## config.mk

```make
export PLATFORM = sky130hd
export DESIGN_NAME = mfb_queue
export DESIGN_NICKNAME = d
export VERILOG_FILES = /design/src/rtl/mfb_pkg.sv /design/src/rtl/mfb_queue.sv
export SDC_FILE = /design/constraint.sdc
export NUM_CORES = 1
export LEC_CHECK = 0
export BUFFER_PORTS_ARGS = -buffer_cell sky130_fd_sc_hd__buf_2
export CAP_MARGIN = 20
export CORE_ASPECT_RATIO = 0.8
export CORE_UTILIZATION = 56
export CTS_BUF_LIST = sky130_fd_sc_hd__clkbuf_4 sky130_fd_sc_hd__clkbuf_8 sky130_fd_sc_hd__clkbuf_16
export DETAILED_ROUTE_END_ITERATION = 10
export PLACE_DENSITY = 0.84
export SETUP_SLACK_MARGIN = 0.05
export SLEW_MARGIN = 20
export SYNTH_ARGS = -nofsm -noshare
export SYNTH_HDL_FRONTEND = slang
export SYNTH_SLANG_ARGS = --single-unit
```

## constraint.sdc

```tcl
create_clock -name clk -period 6.6 [get_ports clk]
set_input_delay 0.33 -clock clk [delete_from_list [all_inputs] [get_ports clk]]
set_output_delay 0.33 -clock clk [all_outputs]
set_load 0.05 [all_outputs]
```

## src/rtl/mfb_pkg.sv

```systemverilog
// Shared types, codes and constants of the monochrome framebuffer blit engine.
package mfb_pkg;

  localparam int COLUMNS_DEFAULT = 128;
  localparam int PAGES_DEFAULT   = 8;
  localparam int QUEUE_DEPTH     = 2;

  // Item kinds as carried on the slave tuser field.
  typedef enum logic [2:0] {
    MODE_WRITE = 3'd0,
    MODE_SET   = 3'd1,
    MODE_GET   = 3'd2,
    MODE_READ  = 3'd3,
    MODE_CLEAR = 3'd4
  } mfb_mode_t;

  // Operations handed from the front to the back.
  typedef enum logic [1:0] {
    OP_RMW   = 2'd0,
    OP_READ  = 2'd1,
    OP_CLEAR = 2'd2
  } mfb_op_t;

  // One classified command. The masks span the addressed page (low byte)
  // and the page below it (high byte).
  typedef struct packed {
    mfb_op_t     op;
    logic [4:0]  page;
    logic [7:0]  col;
    logic        hi_en;
    logic [15:0] clr_mask;
    logic [15:0] or_mask;
    logic        pixel;
    logic [2:0]  shift;
    logic        off;
  } mfb_cmd_t;

  // Status from the back to the front.
  typedef struct packed {
    logic init_busy;
    logic sweep;
  } mfb_status_t;

endpackage

```

## src/rtl/mfb_queue.sv

```systemverilog
// Short command queue between the front end and the back end.
module mfb_queue (
  input  logic              clk,
  input  logic              rst,
  input  logic              push,
  input  mfb_pkg::mfb_cmd_t push_cmd,
  output logic              ready,
  output logic              valid,
  output mfb_pkg::mfb_cmd_t head,
  input  logic              pop
);

  localparam int DEPTH = mfb_pkg::QUEUE_DEPTH;
  localparam int PW    = (DEPTH > 1) ? $clog2(DEPTH) : 1;
  localparam int CW    = $clog2(DEPTH + 1);

  mfb_pkg::mfb_cmd_t entries [DEPTH];
  logic [PW-1:0] wr_ptr;
  logic [PW-1:0] rd_ptr;
  logic [CW-1:0] count;
  logic          do_pop;

  assign ready  = count != CW'(DEPTH);
  assign valid  = count != '0;
  assign head   = entries[rd_ptr];
  assign do_pop = pop && valid;

  always_ff @(posedge clk) begin
    if (push) begin
      entries[wr_ptr] <= push_cmd;
    end
  end

  always_ff @(posedge clk) begin
    if (rst) begin
      wr_ptr <= '0;
      rd_ptr <= '0;
      count  <= '0;
    end else begin
      if (push) begin
        wr_ptr <= (wr_ptr == PW'(DEPTH - 1)) ? '0 : wr_ptr + PW'(1);
      end
      if (do_pop) begin
        rd_ptr <= (rd_ptr == PW'(DEPTH - 1)) ? '0 : rd_ptr + PW'(1);
      end
      count <= count + CW'(push) - CW'(do_pop);
    end
  end

endmodule

```

Yosys cells after proc, flatten, opt, wreduce, memory -nomap -nowiden
Memories as Yosys holds them, arrays and structs flattened. A register that Yosys moved wholly into a read port is not among the register bits. Cells that the tools add are included.

Memories: 1. Input port bits: 57. Register bits after elaboration: 4. Memory bits (writable): 106. Output and inout port bits: 55. Word-level logic and storage cells: 17.

Eq/ne operators: 1. Reductions and logical operators: 2. Mux-type cells: 6. Add/subtract/negate cells: 4.

Memories: entries (words 2, bits a word 53, rd ports 1, clocked after Yosys merged registers in 1, write ports 1, line mfb_queue.sv:17) `mfb_pkg::mfb_cmd_t entries [DEPTH];`.

Operators with widths (count): two-way mux 1 bit (6); adder 1 bit (second input constant) (2); adder 2 x 1 -> 2 bit (1); != test 2 bit (second input constant) (1); nonzero test 2 bit (1); subtractor 2 x 1 -> 2 bit (1); logical AND 1 bit (1).

Longest topological paths before layout
Word-level depth: 4. Depth in mapped cells: 6. Gate-level depth less buffers: 6.

Worst setup path before layout
No wires, ideal clock.

Kind: register to register. Start point: register wr_ptr. End point: memory entries[0][0] (netlist bit) (enable). Required time: 6130 ps. Cell stages (with the launch flop): 2. Clock period less this slack: 3160 ps. Setup slack: 3440 ps. Data arrival time: 2690 ps. Library setup time: 470 ps. Buffers on the path: 0. Path through: dfxtp_1 nor2b_1.

RTL lines: from (decl) (line mfb_queue.sv:18) `logic [PW-1:0] wr_ptr;`; from (signal assigned) (line mfb_queue.sv:41) `wr_ptr <= (wr_ptr == PW'(DEPTH - 1)) ? '0 : wr_ptr + PW'(1);`; to (decl) (line mfb_queue.sv:17).

No word-level cell before the write port.

==> qor.yml <==
outcome:
  status: "completed"
worst_setup_path:
  reg2reg_slack_ns: 5.07
  cp-end-kind: "primary output"
  cp-start-kind: "flop"
  worstPathRequired_ns: 6.27
  path_class: "flop to primary output"
  cp.arrival_ns: 2.00
  crit_fanout: 53
placed_design:
  portBuffers: 111
  gp_congestion: 0.653
  place_hpwl_um: 3920
finish:
  area_growth_pct: 18.2
  fin_nets: 365
  multiInputGateArea_um2: 926
  antenna_cells: 0
  fillers: 509
  register_area_mm2: 0.00329
  layout_common_cells: "buf_2, edfxtp_1, mux2_4"
  drive_above_1_share_pct: 60.5
  final_common_cell: "buf_2"
die:
  die_x_um: 100
  io_pins: 112
  num_rows: 28
  core_mm2: 0.00743
  die_y_um: 80.6
  dieArea_mm2: 0.00807
  initial_core_util_pct: 58.2
synth:
  syn_inst: 188
  synth_seq_area_share_pct: 76.0
  mappedNetlistArea_mm2: 0.00432
  ys_warn_count: 0
  synth.distinct_cells: 16
  synthesis.nets: 247
  synth-seq-cells: 111
  synth.avg_cell_area_um2: 23.0
timing:
  slew_headroom_pct: 35.8
  final.setup.tns_ns: 0
  period_minus_slack_ns: 2.33
  hold_slack_ns: 0.159
  fin_worst_skew_ns: 0.00666
  hold_viol: 0
  clock.fmax_mhz: 429
  setup_viol: 0
  tightest_slew_ns: 0.963
  slew_violations: 0
  period_share_pct: 35.3
  rsz0062_at_grt: "false"
min_path:
  hold_class: "input port to flop"
cts:
  clockRootBuffer: "clkbuf_8"
  clock_path_buffers: 2
  cts_setup_buffers: 0
  clock_sinks: 111
  cts_hold_buffers: 0
  h-tree-depth: 3
  cts_buffers: 9
  insertion_delay_ns: 0.35
  clkSlewWorstSetupHoldPaths_ns: 0.09
  cts_tree: "done"
  post_cts_resized: 0
drt:
  drc: 0
  drt_iter0_markers: 113
  wirelength_um: 6200
  drt-vias-per-instance: 4.83
  wl_per_cell_um: 14.9
  detail-route-antenna-nets: 0
  first_pass_iters: 4
  dr_total_vias: 2011
run:
  max_cap_viol_count: 0
global_route:
  grt_max_degree: 54
  grt_pass1_wl_um: 9150
  grt_pass1_vias: 1895
  antenna_found_initial: 0
  grtUsageTotal_pct: 15.8
  grt_overflow_total: 0
power:
  pwr-share-comb_pct: 31.9
  power.switching_w: 0.000640
  irDropWorstVdd_mv: 0.262
  clockPowerShare_pct: 19.8
  power.density_mw_per_mm2: 362
  seqPwrFrac_pct: 48.4
  switching_share_pct: 34.6
  p_leak_nw: 2.02
  p_int_w: 0.00121
[flip-flops by register name (all words and copies together), names as in the netlist, named ones only]
signal	count
rd_ptr	1
count	2
entries	106
wr_ptr	1
[cell usage after synthesis (all sizes together)]
master,n,area share [%]
inv,2,0.17
or2,1,0.14
mux2,55,19
xnor2,1,0.20
edfxtp,106,74
nor2,3,0.26
dfxtp,5,2.3
and2,1,0.14
xnor3,1,0.52
ha,2,0.58
buf,6,2.6
nand2,1,0.087
o21a,1,0.17
nor2b,3,0.43
[critical path: stages (launching register included)]
cell and delay (ns):
dfxtp_4 0.96, mux2_2 0.41, buf_2 0.21
[stage by stage]
step	util (%)	total power (W)	setup slack [ns]	instance area (µm²)	instances
4_1_cts	68.7	0.00187	4.24	5100	416
3_5_place_dp	66.3	0.00150	4.64	4920	400
2_1_floorplan	-	0.00143	3.44	4320	188
3_3_place_gp	66.3	0.00149	4.63	4920	400
6_report	68.7	0.00185	4.27	5100	416
5_1_grt	68.7	0.00193	4.18	5100	416
[per-layer routing]
| layer | track usage [%] | up-vias | part of all wire (%) |
|---|---|---|---|
| met5 | 0 | - | 0 |
| met4 | 6.52 | 0 | 1.0 |
| met3 | 6.53 | 5 | 7.8 |
| met2 | 25.0 | 76 | 49 |
| met1 | 19.4 | 962 | 43 |
| li1 | - | 968 | - |
[area by class of cell]
class,instances,share of cell area (%)
Clock buffer,12,2.99
Inverter,2,0.147
Clock inverter,4,0.588
Multi-Input combinational cell,69,18.1
Tap cell,105,2.57
Sequential cell,111,64.4
Timing Repair Buffer,113,11.2
[power groups by stage]
stage | clock network [W] | registers (W) | logic, W
after global routing | 0.000410 | 0.000902 | 0.000616
after CTS | 0.000381 | 0.000897 | 0.000593
after global placement | 0 | 0.000910 | 0.000584
after floorplan | 0 | 0.000857 | 0.000569
final | 0.000365 | 0.000894 | 0.000589
after detailed placement | 0 | 0.000913 | 0.000591
[kinds of logic (layout without fill, tap and decap cells)]
logic type	Yosys count	count (layout)	share of synthesized area [%]
xor+xnor	2	2	0.724
flops	111	111	76.0
compound gates	1	1	0.174
buf+inv	8	131	2.75
simple gates	9	9	1.07
fa+ha+maj	2	2	0.579
mux	55	55	18.7
[worst paths after layout]
kind,startpoint,cells after the start,to
worst min-delay path,push_cmd[35],1,entries[1][35]
worst max register to register,wr_ptr,2,entries[1][25]
worst max-delay path,flop,2,head[42]
worst min register to register,wr_ptr,2,wr_ptr
Note: power is estimated with default switching activity, not from simulation.
