**config.mk**
```make
export PLATFORM = sky130hd
export DESIGN_NAME = mfb_front
export DESIGN_NICKNAME = d
export VERILOG_FILES = /design/src/rtl/mfb_pkg.sv /design/src/rtl/mfb_front.sv
export SDC_FILE = /design/constraint.sdc
export NUM_CORES = 1
export LEC_CHECK = 0
export BUFFER_PORTS_ARGS = -buffer_cell sky130_fd_sc_hd__clkbuf_2
export CAP_MARGIN = 20
export CORE_UTILIZATION = 25
export DETAILED_ROUTE_END_ITERATION = 7
export GPL_TIMING_DRIVEN = 0
export PLACE_DENSITY = 0.66
export SYNTH_ARGS = -nofsm -noshare
export SYNTH_HDL_FRONTEND = slang
export SYNTH_SLANG_ARGS = --single-unit
```
**constraint.sdc**
```tcl
create_clock -name vclk -period 2.6
set_clock_uncertainty 0.15 [all_clocks]
set_input_delay 0 -clock vclk [all_inputs]
set_output_delay 0 -clock vclk [all_outputs]
set_load 0.01 [all_outputs]
```
**src/rtl/mfb_pkg.sv**
```systemverilog
// Shared types, codes and constants of the monochrome framebuffer blit engine.
package mfb_pkg;

  localparam int COLUMNS_DEFAULT = 128;
  localparam int PAGES_DEFAULT   = 8;
  localparam int QUEUE_DEPTH     = 2;

  // Item kinds as carried on the slave tuser field.
  typedef enum logic [2:0] {
    MODE_WRITE = 3'd0,
    MODE_SET   = 3'd1,
    MODE_GET   = 3'd2,
    MODE_READ  = 3'd3,
    MODE_CLEAR = 3'd4
  } mfb_mode_t;

  // Operations handed from the front to the back.
  typedef enum logic [1:0] {
    OP_RMW   = 2'd0,
    OP_READ  = 2'd1,
    OP_CLEAR = 2'd2
  } mfb_op_t;

  // One classified command. The masks span the addressed page (low byte)
  // and the page below it (high byte).
  typedef struct packed {
    mfb_op_t     op;
    logic [4:0]  page;
    logic [7:0]  col;
    logic        hi_en;
    logic [15:0] clr_mask;
    logic [15:0] or_mask;
    logic        pixel;
    logic [2:0]  shift;
    logic        off;
  } mfb_cmd_t;

  // Status from the back to the front.
  typedef struct packed {
    logic init_busy;
    logic sweep;
  } mfb_status_t;

endpackage

```
**src/rtl/mfb_front.sv**
```systemverilog
// Front end: accepts items, clips them to the screen and builds commands.
module mfb_front #(
  parameter int COLUMNS = mfb_pkg::COLUMNS_DEFAULT,
  parameter int PAGES   = mfb_pkg::PAGES_DEFAULT
) (
  input  logic                s_tvalid,
  output logic                s_tready,
  input  logic [31:0]         s_tdata,
  input  logic [2:0]          s_tuser,
  input  mfb_pkg::mfb_status_t status,
  input  logic                q_ready,
  output logic                q_push,
  output mfb_pkg::mfb_cmd_t   q_cmd
);

  logic [7:0]  x;
  logic [7:0]  y;
  logic [7:0]  data_byte;
  logic [3:0]  nclr_raw;
  logic [3:0]  nclr;
  logic [2:0]  sh;
  logic [4:0]  page;
  logic        x_ok;
  logic        page_ok;
  logic        hi_ok;
  logic [8:0]  run;
  logic [15:0] clr16;
  logic [15:0] or16;
  logic        keep;

  assign x         = s_tdata[7:0];
  assign y         = s_tdata[15:8];
  assign data_byte = s_tdata[23:16];
  assign nclr_raw  = s_tdata[27:24];
  assign sh        = y[2:0];
  assign page      = y[7:3];

  assign x_ok    = {1'b0, x} < 9'(COLUMNS);
  assign page_ok = {1'b0, page} < 6'(PAGES);
  assign hi_ok   = ({1'b0, page} + 6'd1) < 6'(PAGES);

  assign nclr  = (nclr_raw > 4'd8) ? 4'd8 : nclr_raw;
  assign run   = (9'd1 << nclr) - 9'd1;
  assign clr16 = {8'd0, run[7:0]} << sh;
  assign or16  = {8'd0, data_byte} << sh;

  // No item enters while the store is being blanked after reset.
  assign s_tready = q_ready && !status.init_busy;

  always_comb begin
    q_cmd          = '0;
    q_cmd.op       = mfb_pkg::OP_RMW;
    q_cmd.page     = page;
    q_cmd.col      = x;
    q_cmd.shift    = sh;
    q_cmd.off      = !(x_ok && page_ok);
    keep           = 1'b0;
    case (s_tuser)
      mfb_pkg::MODE_WRITE: begin
        q_cmd.clr_mask = clr16;
        q_cmd.or_mask  = or16;
        q_cmd.hi_en    = hi_ok && (sh != 3'd0);
        keep           = x_ok && page_ok;
      end
      mfb_pkg::MODE_SET: begin
        q_cmd.or_mask = 16'd1 << sh;
        keep          = x_ok && page_ok;
      end
      mfb_pkg::MODE_GET: begin
        q_cmd.op    = mfb_pkg::OP_READ;
        q_cmd.pixel = 1'b1;
        keep        = 1'b1;
      end
      mfb_pkg::MODE_READ: begin
        q_cmd.op = mfb_pkg::OP_READ;
        keep     = 1'b1;
      end
      mfb_pkg::MODE_CLEAR: begin
        q_cmd.op = mfb_pkg::OP_CLEAR;
        keep     = 1'b1;
      end
      default: begin
        keep = 1'b0;
      end
    endcase
  end

  // Clipped writes and unused kinds are taken and dropped here.
  assign q_push = s_tvalid && s_tready && keep;

endmodule

```
Word-level counts from Yosys, hierarchy flattened --
Index checks and enable logic that the tools add are counted.
Cells by class: add/sub/neg operators 2, order comparisons 4, equality and inequality tests 4, shifts and indexed selects 4, mux-type cells 6, reductions and logical operators 12
Operators by type and width (number):
- 16-bit one-hot mux with 2 select lines | 1
- 8-bit by 3-bit << shifter with 16-bit output | 2
- 17-bit 2-to-1 mux | 1
- 1-bit by 3-bit << shifter with 16-bit output, first input constant | 1
- 8-bit < comparator, second input constant | 1
- 1-bit by 4-bit << shifter with 8-bit output, first input constant | 1
- 8-bit by 1-bit subtractor with 8-bit output, second input constant | 1
- 5-bit by 1-bit adder with 6-bit output, second input constant | 1
- 3-bit by 2-bit == test with 1-bit output, second input constant | 2
- 6-bit by 4-bit < comparator with 1-bit output, second input constant | 1
- 1-bit logical AND | 5
- 5-bit by 4-bit < comparator with 1-bit output, second input constant | 1
- 4-bit > comparator, second input constant | 1
- 4-bit 2-to-1 mux | 1
- 2-bit one-hot mux with 2 select lines | 1
- 2-bit OR reduction | 2
- 3-bit by 1-bit == test with 1-bit output, second input constant | 1
- 3-bit == test, second input constant | 1
- 3-bit logical NOT | 1
- 3-bit nonzero test | 1
- 3-bit OR reduction | 1
- 1-bit logical NOT | 2
- 1-bit one-hot mux with 2 select lines | 1
- 1-bit 2-to-1 mux | 1
Word-level totals: register bits after elaboration 0, logic and storage cells 32

Longest topological paths before layout --
Gate-level depths: netlist (run 1).
word-level depth 6, mapped depth 8

Worst setup path after synthesis (run 1) --
OpenSTA, ideal clock, no wires.
path type input to output, start in s_tdata[25], end out q_cmd[27] (netlist bit), arrival time 1838 ps, required time 2450 ps, setup slack 612 ps, cell stages on the path 8, path buffers 1, cells stage by stage buf_2 nor4_1 inv_1 ha_1 or3_4 a211oi_2 a2111oi_2 a311oi_2
RTL lines:
- from (decl) | line mfb_front.sv:8 | input logic [31:0] s_tdata,
- to (decl) | line mfb_front.sv:13 | output mfb_pkg::mfb_cmd_t q_cmd

==> metrics.txt, run 1 <==
# TYPE chip_impl_metric gauge
chip_impl_info{name="status",value="complete, no violations"} 1
chip_impl_metric{name="die_area",unit="um^2"} 5190
chip_impl_metric{name="io_buf_count",unit=""} 76
chip_impl_metric{name="nets",unit=""} 298
chip_impl_metric{name="yosys-mux-area-fraction",unit=""} 0.0877
chip_impl_info{name="tightest_hold_check_type",value="input pin to output port"} 1
chip_impl_metric{name="avgViaCountPerCell",unit=""} 5.01
chip_impl_metric{name="synth.cell_area",unit="um^2"} 1230
chip_impl_metric{name="synth-warning-count",unit=""} 0
chip_impl_metric{name="yosys.cell_types.count",unit=""} 56
chip_impl_metric{name="number_of_antenna_violations_at_the_first_check_in_global_routing",unit=""} 0
chip_impl_metric{name="grt_max_degree",unit=""} 11
chip_impl_metric{name="layout-drive-gt1-share",unit=""} 0.480
chip_impl_metric{name="postSynthCellCount",unit=""} 179
chip_impl_metric{name="drt_first_pass_iters",unit=""} 4
chip_impl_metric{name="critical_path_required",unit="ps"} 2450
chip_impl_metric{name="yosys.area_share.adder",unit=""} 0.0102
chip_impl_info{name="synthTopCellsByArea",value="sky130_fd_sc_hd__buf_4 13%, sky130_fd_sc_hd__nor2_1 5.8%, sky130_fd_sc_hd__a21oi_1 4.5%, sky130_fd_sc_hd__buf_2 3.7%, sky130_fd_sc_hd__nand3_1 3.7%"} 1
chip_impl_metric{name="sequential_cell_total",unit=""} 0
chip_impl_info{name="synthTopCellsByCount",value="21 x sky130_fd_sc_hd__buf_4, 19 x sky130_fd_sc_hd__nor2_1, 11 x sky130_fd_sc_hd__a21oi_1"} 1
chip_impl_metric{name="detailedPlacementHpwl",unit="um"} 3470
chip_impl_metric{name="syn2layout_area_growth",unit="%"} 38.6
chip_impl_metric{name="power.density_cell_area",unit="nW/um^2"} 152
chip_impl_metric{name="clockBufferCount",unit=""} 0
chip_impl_info{name="post-synth-top-count-cell",value="sky130_fd_sc_hd__buf_4"} 1
chip_impl_metric{name="worst_ir_drop_vdd",unit="mV"} 0.0507
chip_impl_metric{name="synth.yosys.seq_area_share",unit=""} 0
chip_impl_metric{name="syn_avg_cell_area",unit="um^2"} 6.86
chip_impl_info{name="setup.worst_path.end_class",value="output port"} 1
chip_impl_metric{name="sequential_cell_area",unit="um^2"} 0
chip_impl_info{name="synth_top_family_by_area",value="simple AND/OR/NAND/NOR gates"} 1
chip_impl_metric{name="number_of_buffers_inserted_by_post_cts_setup_repair",unit=""} 0
chip_impl_metric{name="die_width",unit="um"} 72.1
chip_impl_metric{name="die-height",unit="um"} 72.1
chip_impl_metric{name="ant_nets",unit=""} 0
chip_impl_metric{name="fraction_of_the_mapped_netlist_area_in_compound_gates",unit=""} 0.288
chip_impl_metric{name="setup_violations",unit=""} 0
chip_impl_metric{name="finalHoldViolCount",unit=""} 0
chip_impl_info{name="timing.setup.critical_path_class",value="input pin to output port"} 1
chip_impl_metric{name="path_max_fanout",unit=""} 8
chip_impl_metric{name="grtUsageTotal",unit=""} 0.151
chip_impl_metric{name="cap_viol_max_count",unit=""} 0
chip_impl_metric{name="post_detailed_routing_wire_length",unit="um"} 4240
chip_impl_metric{name="synth_largest_type_area_fraction",unit=""} 0.128
chip_impl_metric{name="core",unit="um^2"} 4720
chip_impl_metric{name="num_io_pins",unit=""} 94
chip_impl_metric{name="grt_first_pass_wirelength",unit="um"} 6530
chip_impl_info{name="cell_accounting_for_the_most_synthesized_area",value="sky130_fd_sc_hd__buf_4"} 1
chip_impl_metric{name="setup_total_negative_slack",unit="ps"} 0
chip_impl_metric{name="antenna_cells_inserted",unit=""} 0
chip_impl_info{name="unrepaired_setup_endpoints_after_global_routing",value="false"} 1
chip_impl_metric{name="globalRouteOverflowTotal",unit=""} 0
chip_impl_metric{name="static-leakage-power",unit="nW"} 0.837
chip_impl_metric{name="period_needed",unit="ps"} 2310
chip_impl_metric{name="drc_errors",unit=""} 0
chip_impl_metric{name="via_count",unit=""} 1618
chip_impl_metric{name="grt_pass1_vias",unit=""} 1380
chip_impl_metric{name="holdWs",unit="ps"} 37.0
chip_impl_metric{name="timing.final.crit_share",unit=""} 0.889
chip_impl_metric{name="yosys.area_share.xor_xnor",unit=""} 0.00714
chip_impl_metric{name="max_freq",unit="GHz"} 0.433
chip_impl_metric{name="worst_ep_arrival_time",unit="ps"} 2160
chip_impl_metric{name="final_replace_weighted_congestion",unit=""} 0.861
chip_impl_metric{name="finalMaxSlewViolations",unit=""} 0
chip_impl_metric{name="detail_route.wl_per_cell",unit="um"} 13.1
chip_impl_metric{name="start_util",unit=""} 0.260
chip_impl_info{name="worst_setup_path_start_kind",value="input pin"} 1
chip_impl_metric{name="initialDrtViolationCount",unit=""} 88
chip_impl_metric{name="synth_simple_gate_area_frac",unit=""} 0.405
chip_impl_metric{name="fp-row-count",unit=""} 25
## final cells by class
cell class,instances,area (um^2)
inverter,4,15.0
multi-input combinational,143,993
timing repair buffer,76,380
fill,551,3020
buffer,33,229
tap,67,83.8
## layer usage
metal  global-route usage  up-vias  wire (um)
li1                     -      796          -
met1                0.218      755       1960
met2                0.258       65       2030
met3              0.00417        2        235
met4               0.0174        0         19
met5                    0        -          0
## layout by cell type (no fill, tap or decap), types with 3 or more instances in the layout
cell type                   n
sky130_fd_sc_hd__nor4_1     3
sky130_fd_sc_hd__and2_1     4
sky130_fd_sc_hd__nor2_1    19
sky130_fd_sc_hd__nand3b_1   3
sky130_fd_sc_hd__or3_1      5
sky130_fd_sc_hd__a211oi_1   4
sky130_fd_sc_hd__nand2b_1   3
sky130_fd_sc_hd__buf_4     21
sky130_fd_sc_hd__nor3_1     9
sky130_fd_sc_hd__nand3_1    9
sky130_fd_sc_hd__clkbuf_2  76
sky130_fd_sc_hd__buf_2      9
sky130_fd_sc_hd__a21o_1     4
sky130_fd_sc_hd__nor2b_1    6
sky130_fd_sc_hd__nand2_1   10
sky130_fd_sc_hd__a21oi_1   11
sky130_fd_sc_hd__inv_1      4
sky130_fd_sc_hd__o21ai_1    3
sky130_fd_sc_hd__mux2i_1    4
## what timing repair did
action	in CTS	in global routing
setup endpoints to repair	0	2
resized for setup	0	1
hold buffers	0	0
## worst paths after layout
check	slack [ps]	depth (start not counted)	startpoint	endpoint
max	290	9	s_tdata[24]	q_cmd[27]
min	40	2	s_tdata[5]	q_cmd[43]
## report_power, final
| part | total (mW) | switching (mW) | internal (mW) |
|---|---|---|---|
| logic | 0.259 | 0.143 | 0.115 |
| registers | 0 | 0 | 0 |
| clock network | 0 | 0 | 0 |
| total | 0.259 | 0.143 | 0.115 |
## critical path, stage by stage
cell and delay [ps]:
sky130_fd_sc_hd__clkbuf_2 170, sky130_fd_sc_hd__nor4_2 450, sky130_fd_sc_hd__inv_1 130, sky130_fd_sc_hd__ha_1 300, sky130_fd_sc_hd__or3_4 370, sky130_fd_sc_hd__a211oi_2 270
sky130_fd_sc_hd__a2111oi_2 80, sky130_fd_sc_hd__a311oi_2 210, sky130_fd_sc_hd__clkbuf_2 170
## kinds of logic after synthesis
kind of cell	after synthesis
AO/OA/AOI/OAI	46
XOR/XNOR	1
buffers and inverters	37
adder cells (fa/ha/maj)	1
other	1
AND/OR/NAND/NOR	85
multiplexers	8
## through the flow
step                      power (mW)  cells  setup WS [ps]  cell area [um^2]  utilization
after floorplan                0.171    180            612              1230            -
after global placement         0.253    323            213              1700        0.359
after detailed placement       0.256    323            182              1700        0.359
after CTS                      0.257    323            173              1700        0.359
after global routing           0.283    323            131              1700        0.360
final                          0.259    323            288              1700        0.360
No activity file was read; power rests on OpenSTA's default activity.
==> run 2, diff against run 1 <==
--- a/config.mk
+++ b/config.mk
@@ -9,7 +9,6 @@
 export CAP_MARGIN = 20
 export CORE_UTILIZATION = 25
 export DETAILED_ROUTE_END_ITERATION = 7
-export GPL_TIMING_DRIVEN = 0
 export PLACE_DENSITY = 0.66
 export SYNTH_ARGS = -nofsm -noshare
 export SYNTH_HDL_FRONTEND = slang
==> metrics.txt, run 2 (synthesis results as in run 1) <==
# TYPE chip_impl_metric gauge
chip_impl_metric{name="core",unit="um^2"} 4720
chip_impl_metric{name="nets",unit=""} 271
chip_impl_metric{name="drc_errors",unit=""} 0
chip_impl_info{name="cpMaxStageDelayCell",value="sky130_fd_sc_hd__nor4_1"} 1
chip_impl_metric{name="globalRouteOverflowTotal",unit=""} 0
chip_impl_metric{name="max_freq",unit="GHz"} 0.423
chip_impl_info{name="setup.worst_path.end_class",value="output port"} 1
chip_impl_metric{name="sequential_cell_total",unit=""} 0
chip_impl_metric{name="grt_first_pass_wirelength",unit="um"} 5820
chip_impl_info{name="crit_top_cell",value="sky130_fd_sc_hd__clkbuf_2"} 1
chip_impl_info{name="layout_commonest_cell",value="sky130_fd_sc_hd__clkbuf_2"} 1
chip_impl_metric{name="max_slew.worst_pin.slew",unit="ps"} 644
chip_impl_metric{name="start_util",unit=""} 0.260
chip_impl_metric{name="holdWs",unit="ps"} 53.2
chip_impl_info{name="tightest_hold_check_type",value="input pin to output port"} 1
chip_impl_metric{name="antenna_cells_inserted",unit=""} 0
chip_impl_info{name="timing.critical_path.cells",value="clkbuf_2 > nor4_1 > inv_1 > ha_1 > or3_4 > a211oi_2 > a2111oi_2 > a311oi_2 > clkbuf_2"} 1
chip_impl_metric{name="cap_viol_max_count",unit=""} 0
chip_impl_metric{name="worst_ir_drop_vdd",unit="mV"} 0.0590
chip_impl_metric{name="critical_path_required",unit="ps"} 2450
chip_impl_metric{name="ant_nets",unit=""} 0
chip_impl_metric{name="sequential_cell_area",unit="um^2"} 0
chip_impl_metric{name="worst_ep_arrival_time",unit="ps"} 2210
chip_impl_metric{name="static-leakage-power",unit="nW"} 0.713
chip_impl_info{name="layout_common_cells",value="73 x sky130_fd_sc_hd__clkbuf_2, 19 x sky130_fd_sc_hd__nor2_1, 11 x sky130_fd_sc_hd__a21oi_1"} 1
chip_impl_metric{name="path_max_fanout",unit=""} 8
chip_impl_metric{name="drt_first_pass_iters",unit=""} 6
chip_impl_info{name="worst_setup_path_start_kind",value="input pin"} 1
chip_impl_metric{name="period_needed",unit="ps"} 2360
chip_impl_metric{name="maxSlewHeadroom",unit=""} 0.571
chip_impl_metric{name="setup_total_negative_slack",unit="ps"} 0
chip_impl_metric{name="die_area",unit="um^2"} 5190
chip_impl_metric{name="via_count",unit=""} 1498
chip_impl_metric{name="avgViaCountPerCell",unit=""} 5.06
chip_impl_metric{name="number_of_buffers_inserted_by_post_cts_setup_repair",unit=""} 0
chip_impl_metric{name="grtUsageTotal",unit=""} 0.135
chip_impl_metric{name="die-height",unit="um"} 72.1
chip_impl_metric{name="timing.final.crit_share",unit=""} 0.908
chip_impl_info{name="timing.setup.critical_path_class",value="input pin to output port"} 1
chip_impl_metric{name="placed_cells_incl_taps",unit=""} 289
chip_impl_metric{name="clockBufferCount",unit=""} 0
chip_impl_metric{name="grt_pass1_vias",unit=""} 1189
chip_impl_info{name="unrepaired_setup_endpoints_after_global_routing",value="false"} 1
chip_impl_metric{name="detailedPlacementHpwl",unit="um"} 3050
chip_impl_info{name="startpoint",value="s_tdata[24]"} 1
chip_impl_metric{name="finalMaxSlewViolations",unit=""} 0
chip_impl_metric{name="final_critical_path_setup_slack",unit="ps"} 238
chip_impl_info{name="min-delay-start",value="s_tdata[7]"} 1
chip_impl_info{name="status",value="complete, no violations"} 1
chip_impl_metric{name="die_width",unit="um"} 72.1
chip_impl_metric{name="final_replace_weighted_congestion",unit=""} 0.901
chip_impl_metric{name="setup_violations",unit=""} 0
chip_impl_metric{name="number_of_antenna_violations_at_the_first_check_in_global_routing",unit=""} 0
chip_impl_metric{name="detail_route.wl_per_cell",unit="um"} 13.0
chip_impl_metric{name="worst_path_largest_cell_delay",unit="ps"} 520
chip_impl_metric{name="pre_cts_ws",unit="ps"} 269
chip_impl_metric{name="post_detailed_routing_wire_length",unit="um"} 3850
chip_impl_metric{name="grt_max_degree",unit=""} 33
chip_impl_metric{name="power.density_cell_area",unit="nW/um^2"} 151
chip_impl_metric{name="instances_no_fill",unit=""} 296
chip_impl_metric{name="syn2layout_area_growth",unit="%"} 25.2
chip_impl_metric{name="finalHoldViolCount",unit=""} 0
chip_impl_metric{name="layout-drive-gt1-share",unit=""} 0.389
chip_impl_metric{name="fp-row-count",unit=""} 25
chip_impl_metric{name="initialDrtViolationCount",unit=""} 90
chip_impl_metric{name="io_buf_count",unit=""} 73
chip_impl_metric{name="num_io_pins",unit=""} 94
run 2: cell count changes in the layout (fill, tap and decap cells not counted):
cell                            previous run  this run
sky130_fd_sc_hd__buf_1                     1         0
sky130_fd_sc_hd__buf_2                     9         0
sky130_fd_sc_hd__buf_4                    21         2
sky130_fd_sc_hd__buf_6                     2         0
sky130_fd_sc_hd__clkbuf_2                 76        73
sky130_fd_sc_hd__dlygate4sd3_1             0         7
sky130_fd_sc_hd__nor4_1                    3         4
sky130_fd_sc_hd__nor4_2                    2         1
run 2: final timing paths:
check | endpoint | slack (ps) | cells past startpoint
max | q_cmd[27] | 240 | 9
min | q_cmd[45] | 50 | 2
run 2: per-layer routing:
metal | vias up | global-route usage | wire length, um
li1 | 747 | - | -
met1 | 693 | 0.190 | 1760
met2 | 56 | 0.234 | 1850
met3 | 2 | 0.00833 | 208
met4 | 0 | 0.0131 | 31
met5 | - | 0 | 0
run 2: where the power goes:
| group | switching [mW] | total [mW] | internal, mW |
|---|---|---|---|
| logic | 0.136 | 0.231 | 0.0951 |
| registers | 0 | 0 | 0 |
| clock network | 0 | 0 | 0 |
| total | 0.136 | 0.231 | 0.0951 |
run 2: worst max-delay path: cells and delay by family:
kind | cells | cell delay (ps)
AO/OA/AOI/OAI | 3 | 540
AND/OR/NAND/NOR | 2 | 890
buffers and inverters | 3 | 470
adder cells (fa/ha/maj) | 1 | 300
run 2: layout make-up:
class | instances | area (um^2)
Tap cell | 67 | 83.8
Timing Repair Buffer | 82 | 450
Multi-Input combinational cell | 143 | 987
Fill cell | 514 | 3190
Inverter | 4 | 15.0
run 2: repair_timing:
item,CTS,global route
hold buffers,7,0
gates resized for setup,0,0
hold endpoints to repair,7,0
run 2: per-stage QoR:
stage | util | power, mW | area (um^2)
6_report | 0.325 | 0.231 | 1540
5_1_grt | 0.325 | 0.253 | 1540
4_1_cts | 0.325 | 0.231 | 1540
3_5_place_dp | 0.310 | 0.219 | 1470
3_3_place_gp | 0.310 | 0.215 | 1470
2_1_floorplan | - | 0.171 | 1230
==> run 3, diff against run 2 <==
--- a/config.mk
+++ b/config.mk
@@ -5,7 +5,7 @@
 export SDC_FILE = /design/constraint.sdc
 export NUM_CORES = 1
 export LEC_CHECK = 0
-export BUFFER_PORTS_ARGS = -buffer_cell sky130_fd_sc_hd__clkbuf_2
+export BUFFER_PORTS_ARGS = -buffer_cell sky130_fd_sc_hd__buf_2
 export CAP_MARGIN = 20
 export CORE_UTILIZATION = 25
 export DETAILED_ROUTE_END_ITERATION = 7
==> constraint.sdc (replaced) <==
create_clock -name vclk -period 2.6
set_clock_uncertainty 0.15 [all_clocks]
set_input_delay 0 -clock vclk [all_inputs]
set_output_delay 0 -clock vclk [all_outputs]
set_load 0.005 [all_outputs]
==> metrics.txt, run 3 (synthesis results as in run 1) <==
# TYPE chip_impl_metric gauge
chip_impl_metric{name="worst_ir_drop_vdd",unit="mV"} 0.0529
chip_impl_metric{name="timing.final.crit_share",unit=""} 0.893
chip_impl_metric{name="worst_ep_arrival_time",unit="ps"} 2170
chip_impl_metric{name="grt_max_degree",unit=""} 33
chip_impl_metric{name="clockBufferCount",unit=""} 0
chip_impl_metric{name="fp-row-count",unit=""} 25
chip_impl_info{name="layout_common_cells",value="73 x sky130_fd_sc_hd__buf_2, 19 x sky130_fd_sc_hd__nor2_1, 11 x sky130_fd_sc_hd__a21oi_1"} 1
chip_impl_metric{name="max_freq",unit="GHz"} 0.431
chip_impl_metric{name="sequential_cell_area",unit="um^2"} 0
chip_impl_metric{name="start_util",unit=""} 0.260
chip_impl_metric{name="num_io_pins",unit=""} 94
chip_impl_metric{name="placed_cells_incl_taps",unit=""} 287
chip_impl_metric{name="detailedPlacementHpwl",unit="um"} 2930
chip_impl_metric{name="number_of_antenna_violations_at_the_first_check_in_global_routing",unit=""} 0
chip_impl_info{name="timing.setup.critical_path_class",value="input pin to output port"} 1
chip_impl_metric{name="critical_path_required",unit="ps"} 2450
chip_impl_metric{name="io_buf_count",unit=""} 73
chip_impl_metric{name="die_width",unit="um"} 72.1
chip_impl_metric{name="nets",unit=""} 269
chip_impl_metric{name="final_total_pwr",unit="mW"} 0.213
chip_impl_metric{name="finalHoldViolCount",unit=""} 0
chip_impl_info{name="status",value="complete, no violations"} 1
chip_impl_info{name="crit_top_cell",value="sky130_fd_sc_hd__buf_2"} 1
chip_impl_info{name="worst_setup_path_start_kind",value="input pin"} 1
chip_impl_metric{name="setup_total_negative_slack",unit="ps"} 0
chip_impl_metric{name="cap_viol_max_count",unit=""} 0
chip_impl_metric{name="globalRouteOverflowTotal",unit=""} 0
chip_impl_metric{name="die-height",unit="um"} 72.1
chip_impl_metric{name="static-leakage-power",unit="nW"} 0.723
chip_impl_info{name="tightest_hold_check_type",value="input pin to output port"} 1
chip_impl_metric{name="power.density_cell_area",unit="nW/um^2"} 140
chip_impl_info{name="layout_commonest_cell",value="sky130_fd_sc_hd__buf_2"} 1
chip_impl_info{name="cpMaxStageDelayCell",value="sky130_fd_sc_hd__nor4_1"} 1
chip_impl_metric{name="setup_violations",unit=""} 0
chip_impl_metric{name="syn2layout_area_growth",unit="%"} 24.0
chip_impl_metric{name="detail_route.wl_per_cell",unit="um"} 12.7
chip_impl_metric{name="layout-drive-gt1-share",unit=""} 0.383
chip_impl_metric{name="grtUsageTotal",unit=""} 0.133
chip_impl_metric{name="post_dp_cell_area",unit="um^2"} 1450
chip_impl_metric{name="antenna_cells_inserted",unit=""} 0
chip_impl_metric{name="worst_path_largest_cell_delay",unit="ps"} 480
chip_impl_metric{name="period_needed",unit="ps"} 2320
chip_impl_metric{name="die_area",unit="um^2"} 5190
chip_impl_metric{name="final_replace_weighted_congestion",unit=""} 0.861
chip_impl_metric{name="stdcell_area",unit="um^2"} 1520
chip_impl_metric{name="drt_first_pass_iters",unit=""} 4
chip_impl_metric{name="ant_nets",unit=""} 0
chip_impl_info{name="unrepaired_setup_endpoints_after_global_routing",value="false"} 1
chip_impl_metric{name="instances_no_fill",unit=""} 294
chip_impl_metric{name="post_detailed_routing_wire_length",unit="um"} 3720
chip_impl_metric{name="core",unit="um^2"} 4720
chip_impl_metric{name="holdWs",unit="ps"} 28.5
chip_impl_metric{name="grt_first_pass_wirelength",unit="um"} 5800
chip_impl_metric{name="grt_pass1_vias",unit=""} 1200
chip_impl_metric{name="fill_cells",unit=""} 521
chip_impl_metric{name="sequential_cell_total",unit=""} 0
chip_impl_metric{name="via_count",unit=""} 1492
chip_impl_metric{name="initialDrtViolationCount",unit=""} 124
chip_impl_metric{name="path_max_fanout",unit=""} 8
chip_impl_metric{name="maxSlewHeadroom",unit=""} 0.623
chip_impl_metric{name="drc_errors",unit=""} 0
chip_impl_metric{name="finalMaxSlewViolations",unit=""} 0
chip_impl_metric{name="number_of_buffers_inserted_by_post_cts_setup_repair",unit=""} 0
chip_impl_metric{name="avgViaCountPerCell",unit=""} 5.07
chip_impl_info{name="timing.critical_path.cells",value="buf_2 > nor4_1 > inv_1 > ha_1 > or3_4 > a211oi_2 > a2111oi_2 > a311oi_2 > buf_2"} 1
chip_impl_metric{name="critPathBufInv",unit=""} 3
chip_impl_info{name="setup.worst_path.end_class",value="output port"} 1
chip_impl_info{name="worst_path_dominant_cell_family",value="simple AND/OR/NAND/NOR gates"} 1
chip_impl_metric{name="max_slew.worst_pin.slew",unit="ps"} 565
-- run 3: where the power goes --
part	internal (mW)	total, mW	switching [mW]
clock network	0	0	0
registers	0	0	0
logic	0.0930	0.213	0.120
total	0.0930	0.213	0.120
-- run 3: final timing paths --
check | slack, ps | cells past startpoint | end | startpoint
min | 30 | 2 | q_cmd[45] | s_tdata[7]
max | 280 | 9 | q_cmd[27] | s_tdata[24]
-- run 3: timing repair --
action,4_1_cts,5_1_grt
hold buffers,7,0
endpoints found under the hold margin,7,0
gates resized for setup,0,0
-- run 3: final cells by class --
type / instances / area [um^2] / area share
tap: 67 / 83.8 / 0.0551
timing repair buffer: 80 / 435 / 0.286
inverter: 4 / 15.0 / 0.00987
multi-input combinational: 143 / 987 / 0.649
-- run 3: stage by stage --
step	util	setup slack, ps
global route	0.322	172
global placement	0.307	320
finish	0.322	278
detailed placement	0.307	276
CTS	0.322	263
floorplan	-	673
-- run 3: metal layers --
layer | GRT usage | routed length [um]
met1 | 0.203 | 1740
met2 | 0.211 | 1740
met3 | 0.00694 | 215
met4 | 0.0153 | 36
met5 | 0 | 0
